--- src/hdl/pip_pkg.sv ---
// shared types, constants and helpers of the point in polygon tester
package pip_pkg;

  localparam int MAX_VERTICES_DEF = 64;
  localparam int COORD_W          = 16;
  localparam int DIFF_W           = COORD_W + 1;
  localparam int PROD_W           = 2 * DIFF_W;
  localparam int INDEX_W          = 6;
  localparam int COUNT_W          = 7;

  typedef logic signed [COORD_W-1:0] coord_t;
  typedef logic signed [DIFF_W-1:0]  diff_t;
  typedef logic signed [PROD_W-1:0]  prod_t;
  typedef logic [INDEX_W-1:0]        index_t;
  typedef logic [COUNT_W-1:0]        count_t;

  typedef struct packed {
    coord_t x;
    coord_t y;
  } vertex_t;

  typedef struct packed {
    logic    en;
    index_t  index;
    vertex_t v;
  } load_t;

  // edge test waiting for its final compare in the next cell or the tail stage
  typedef struct packed {
    logic  take;
    logic  dy_pos;
    prod_t lhs;
    prod_t rhs;
  } pend_t;

  typedef struct packed {
    logic    valid;
    vertex_t pt;
    logic    parity;
    pend_t   pend;
  } token_t;

  // sign corrected compare of the intersection against px
  function automatic logic crosses(pend_t p);
    logic gt;
    logic lt;
    gt = $signed(p.lhs) > $signed(p.rhs);
    lt = $signed(p.lhs) < $signed(p.rhs);
    return p.take && (p.dy_pos ? gt : lt);
  endfunction

endpackage

--- src/hdl/pip_cell.sv ---
// one vertex cell: holds a vertex and tests the edge that starts at it
module pip_cell #(
  parameter int IDX = 0
) (
  input  logic             clk,
  input  logic             rst,
  input  pip_pkg::load_t   load,
  input  pip_pkg::count_t  n_eff,
  input  pip_pkg::vertex_t v_next,
  input  pip_pkg::vertex_t v_first,
  input  pip_pkg::token_t  tok_in,
  output pip_pkg::vertex_t vertex,
  output pip_pkg::token_t  tok_out
);

  pip_pkg::vertex_t b;
  pip_pkg::coord_t  ax, ay, bx, by, px, py;
  pip_pkg::diff_t   d_py, d_bx, d_px, d_by;
  pip_pkg::prod_t   lhs, rhs;
  logic             active, is_last, skip, dy_pos;
  pip_pkg::token_t  tok_next;

  always_ff @(posedge clk) begin
    if (load.en && (32'(load.index) == IDX)) begin
      vertex <= load.v;
    end
  end

  always_comb begin
    active  = 32'(n_eff) > IDX;
    is_last = 32'(n_eff) == IDX + 1;
    b       = is_last ? v_first : v_next;
    ax      = vertex.x;
    ay      = vertex.y;
    bx      = b.x;
    by      = b.y;
    px      = tok_in.pt.x;
    py      = tok_in.pt.y;
    dy_pos  = $signed(by) > $signed(ay);
    // horizontal edge, or point below min y, or at or above max y
    skip    = (ay == by) ||
              (dy_pos ? ($signed(py) < $signed(ay) || $signed(py) >= $signed(by))
                      : ($signed(py) < $signed(by) || $signed(py) >= $signed(ay)));
    d_py    = pip_pkg::DIFF_W'(py) - pip_pkg::DIFF_W'(ay);
    d_bx    = pip_pkg::DIFF_W'(bx) - pip_pkg::DIFF_W'(ax);
    d_px    = pip_pkg::DIFF_W'(px) - pip_pkg::DIFF_W'(ax);
    d_by    = pip_pkg::DIFF_W'(by) - pip_pkg::DIFF_W'(ay);
    lhs     = d_py * d_bx;
    rhs     = d_px * d_by;

    tok_next             = tok_in;
    tok_next.parity      = tok_in.parity ^ pip_pkg::crosses(tok_in.pend);
    tok_next.pend.take   = tok_in.valid && active && !skip;
    tok_next.pend.dy_pos = dy_pos;
    tok_next.pend.lhs    = lhs;
    tok_next.pend.rhs    = rhs;
  end

  always_ff @(posedge clk) begin
    if (rst) begin
      tok_out.valid <= 1'b0;
    end else begin
      tok_out.valid <= tok_next.valid;
    end
    tok_out.pt     <= tok_next.pt;
    tok_out.parity <= tok_next.parity;
    tok_out.pend   <= tok_next.pend;
  end

endmodule
--- config.mk ---
export PLATFORM = sky130hd
export DESIGN_NAME = pip_cell
export DESIGN_NICKNAME = d
export VERILOG_FILES = /design/src/hdl/pip_pkg.sv /design/src/hdl/pip_cell.sv
export SDC_FILE = /design/constraint.sdc
export NUM_CORES = 2
export LEC_CHECK = 0
export BUFFER_PORTS_ARGS = -buffer_cell sky130_fd_sc_hd__buf_2
export CAP_MARGIN = 20
export CORE_AREA = 5 5 249 251
export DETAILED_ROUTE_END_ITERATION = 7
export DIE_AREA = 0 0 254 256
export PLACE_DENSITY_LB_ADDON = 0.3
export SYNTH_ARGS = -nofsm -noshare
export SYNTH_HDL_FRONTEND = slang
export SYNTH_SLANG_ARGS = --single-unit
--- constraint.sdc ---
create_clock -name clk -period 12.3 [get_ports clk]
set_input_delay 0.615 -clock clk [delete_from_list [all_inputs] [get_ports clk]]
set_output_delay 0.615 -clock clk [all_outputs]
set_load 0.1 [all_outputs]
======== Word-level counts from Yosys, hierarchy flattened ========
Index checks and enable logic that the tools add are counted.
word-level totals
  output and inout port bits .............. 136
  word-level logic and storage cells ...... 39
  input bits .............................. 216
  flip-flop bits (word level) ............. 136
operators by class
  magnitude comparators ................... 8
  bitwise logic cells ..................... 1
  eq/ne operators ......................... 2
  mux-type cells .......................... 3
  reduce and logical (&&, ||, !) cells .... 9
  add/sub/neg operators ................... 4
  $mul .................................... 2
operators by type and width
  kind                                                 number
  multiplier 17 x 17 -> 34 bit                         2
  subtractor 16 x 16 -> 17 bit                         4
  > comparator 34 bit                                  1
  less-than comparator 34 bit                          1
  greater-or-equal comparator 16 bit                   2
  less-than comparator 16 bit                          2
  2-to-1 mux 32 bit                                    1
  equality test 16 bit                                 1
  > comparator 16 bit                                  1
  equality test 7 x 1 -> 1 bit, second input constant  1
  > comparator 7 x 1 -> 1 bit, second input constant   1
  logical NOT 6 bit                                    1
  logical AND 1 bit                                    4
  logical OR 1 bit                                     3
  2-to-1 mux 1 bit                                     2
  logical NOT 1 bit                                    1
  XOR 1 bit                                            1

======== Longest topological paths before layout ========
  depth after elaboration ................. 8
  depth in mapped cells ................... 38
  depth with buffers taken out ............ 36

======== Worst setup path after synthesis ========
Ideal clock, no wire load.
  kind .................................... input-to-reg
  start ................................... input port n_eff[4]
  end ..................................... register tok_out[32] (netlist bit)
  data required time ...................... 12.228 ns
  buffers on the path ..................... 2
  path slack .............................. 3.483 ns
  setup time .............................. 0.072 ns
  stages on the path ...................... 34
  arrival ................................. 8.745 ns
  cells stage by stage .................... nor2_1 > nand4_1 > buf_1 > mux2i_1 > ha_1 > inv_1 > fa_1 > a21o_1 > a21oi_2 > o21bai_1 > a21o_1 > a21oi_2 > o21bai_1 > xor2_1 > clkbuf_1 > nand2_1 > fa_1 > inv_1 > fa_1 > fa_1 > fa_1 > fa_1 > inv_1 > fa_1 > inv_1 > ha_1 > a21oi_1 > a21oi_1 > a311o_1 > o41a_1 > nand4_1 > nand2_1 > o41ai_2 > xnor2_1
between the ends
  word-level cells in the longest chain between the ends .. 4
RTL lines
  element                       RTL line        text
  start, declared               pip_cell.sv:8   input pip_pkg::count_t n_eff,
  equality test 7 x 1 -> 1 bit  pip_cell.sv:31  is_last = 32'(n_eff) == IDX + 1;
  2-to-1 mux 32 bit             pip_cell.sv:32  b = is_last ? v_first : v_next;
  subtractor 16 x 16 -> 17 bit  pip_cell.sv:47  d_by = pip_pkg::DIFF_W'(by) - pip_pkg::DIFF_W'(ay);
  multiplier 17 x 17 -> 34 bit  pip_cell.sv:49  rhs = d_px * d_by;
  net rhs[32]                   pip_cell.sv:19  pip_pkg::prod_t lhs, rhs;
  end, declared                 pip_cell.sv:13  output pip_pkg::token_t tok_out
The timed path passes the listed nets, and every way through them passes these cells.
A chain may end at the register's enable or synchronous reset.

======== Final worst setup path ========
  start ................................... input port n_eff[5]
  end ..................................... register tok_out[32] (netlist bit)
Same word-level chain as after synthesis.

==> flow_summary.toml <==
[status]
status = "finished clean"

[worst_setup_path]
critPathCaptureType = "register"
worst-path-max-fanout = 32
startpoint_type = "input pin"
worstPathRequired_ns = 12.71
rrSetupSlack_ns = 3.10
crit_slowest_cell = "xor2_2"
criticalPathCategory = "input pin to register"
cpMostUsedCell = "fa_1"
cp.arrival_ns = 10.02
r2r_cells = 33
r2r-start = "ay[0]"
slowest_delay_ns = 0.80
r2r_end = "tok_out[66]"

[floorplanning]
num_io_pins = 352
core_um2 = 59680
die_h_um = 256
die_x_um = 254
fp-row-count = 90
start_util_pct = 49.15
die_area_um2 = 65020

[timing]
fin_crit_ns = 9.616
setup_viol = 0
fmax_ghz = 0.1040
hold_violations = 0
max_slew_margin_pct = 23.75
tightest_slew_ns = 1.138
fin_crit_sh_pct = 78.18
tns_ns = 0
rsz0062_at_grt = "no"
slew_viol_final = 0
finClkSkew_ns = 0.01189

[synthesis]
synth_xor_xnor_area_share_pct = 4.551
yosys-top-cells-count = "729 x inv_1, 596 x fa_1, 327 x nand2_1, 285 x ha_1, 255 x nor2_1"
syn_inst = 3160
syn_avg_cell_area_um2 = 9.283
synthFlopType = "dfxtp_1"
synthesis.area_um2 = 29330
synth_fa_ha_area_share_pct = 52.83
synth_fp_nets = 4257
synth_seq_cells = 136
synthSimpleGateAreaFrac_pct = 13.04
synth_top_family_by_area = "adder cells"
yosys-top-cells-area = "fa_1 41%, ha_1 12%, inv_1 9.3%, dfxtp_1 7.1%, nand2_1 4.2%"
synth_compound_area_share_pct = 7.533
yosysMostFrequentCell = "inv_1"
synth_top_area_cell = "fa_1"
ys_types = 80
muxShareOfSynthArea_pct = 1.322
yosys_warnings = 0
synth-edff-count = 32
ys_seq_area_share_pct = 10.37
synthArstFlopShare_pct = 0
yosys.area.top_type_share_pct = 40.68

[worst_hold_path]
holdPathStages = 1
hold_path.class = "input pin to register"
worstHoldStart = "tok_in[101]"
worstHoldEndpoint = "tok_out[101]"

[clock_network]
numCtsBuffers = 17
cts-root-buf = "clkbuf_16"
cts_sinks = 136
cts_tree = "built"
clock_latency_ns = 0.48
cts-resized-gates = 0
path_clk_slew_ns = 0.07
ctsHoldBuffers = 0
htreeDepth = 4
cts_setup_buffers = 0
cts_buffer_depth = 2

[place]
dp_hpwl_um = 70510
portBuffers = 351
place_congestion = 0.9677

[routing]
vias = 22620
viasPerCell = 5.261
drtAntennaViolNets = 0
wl_per_cell_um = 18.92
routed_wl_um = 81360
drt_pass1_iterations = 7
drtIter0Drc = 1430
drc = 0

[job]
drv_cap = 0

[grt]
grt-ovfl-total = 0
antenna_found_initial = 5
grt_max_degree = 33
grt.total_usage_pct = 25.65
grt_pass1_wl_um = 128900
first_global_vias = 23920

[cells_and_area]
synthToLayoutAreaGrowth_pct = 11.78
nets = 4597
drive_above_1_share_pct = 14.89
-- sequential cells by signal, summed over array words and instances, names as in the netlist --
register	count
ax	16
tok_out	104
ay	16
-- worst max-delay path by stage --
stage / start / end / slack, ns / cells after the start
after floorplan: n_eff[4] / tok_out[32] / 3.48 / 34
after global placement: n_eff[5] / tok_out[32] / 2.37 / 36
after detailed placement: n_eff[5] / tok_out[32] / 2.26 / 34
after CTS: n_eff[5] / tok_out[32] / 2.79 / 34
after global routing: n_eff[5] / tok_out[32] / 2.16 / 37
final: n_eff[5] / tok_out[32] / 2.68 / 35
-- final cells by class --
| cell class | count | area [um2] |
|---|---|---|
| fill | 5479 | 26890 |
| multi-input combinational | 2226 | 23390 |
| sequential | 136 | 3043 |
| inverter | 729 | 2736 |
| timing repair buffer | 390 | 2049 |
| tap | 782 | 978.4 |
| clock buffer | 19 | 464.2 |
| clock inverter | 13 | 110.1 |
| antenna | 5 | 12.51 |
-- through the flow --
| stage | cell area, um2 | std cells | hold WS (ns) | worst slack, ns | utilization, % |
|---|---|---|---|---|---|
| 2_1_floorplan | 29330 | 3160 | 0.6427 | 3.483 | - |
| 3_3_place_gp | 32170 | 4259 | 0.7332 | 2.375 | 53.91 |
| 3_5_place_dp | 32180 | 4260 | 0.7404 | 2.264 | 53.92 |
| 4_1_cts | 32750 | 4292 | 0.2165 | 2.788 | 54.88 |
| 5_1_grt | 32780 | 4297 | 0.2402 | 2.163 | 54.93 |
| 6_report | 32790 | 4300 | 0.2673 | 2.684 | 54.94 |
-- cell usage in the layout (no fill, tap or decap), types with 36 or more instances in the layout --
cell type  Yosys  final
dfxtp_1      104    104
buf_2         16    351
xor2_1        41     36
o21ai_0       42     42
nor2_1       255    255
xnor2_1      104     92
ha_1         285    285
nand2_1      327    327
and2_1        48     48
inv_1        729    729
a21o_1        54     54
buf_4          3     39
nor2b_1       61     61
nand2b_1      41     41
fa_1         596    596
a21oi_1       83     83
-- routing by layer --
| metal | up-vias | track usage, % | wire (um) |
|---|---|---|---|
| met5 | - | 0 | 18 |
| met3 | 142 | 5.538 | 6763 |
| met1 | 11270 | 34.03 | 33350 |
| met4 | 2 | 8.458 | 2787 |
| li1 | 10320 | - | - |
| met2 | 882 | 42.05 | 38430 |
-- critical path, delay by kind of cell --
kind,cells,cell delay [ns]
adder cells (fa/ha/maj),9,4.04
AO/OA/AOI/OAI,11,2.56
XOR/XNOR,2,0.96
AND/OR/NAND/NOR,7,0.76
buffers and inverters,5,0.69
multiplexers,1,0.36
-- logic make-up after synthesis --
logic type / count (synthesis)
AO/OA/AOI/OAI: 312
XOR/XNOR: 149
multiplexers: 35
AND/OR/NAND/NOR: 849
flip-flops: 136
adder cells (fa/ha/maj): 881
buffers and inverters: 798
Power is not shown: default switching activity piles up to over one toggle a cycle in this logic, so the estimate is an artifact.
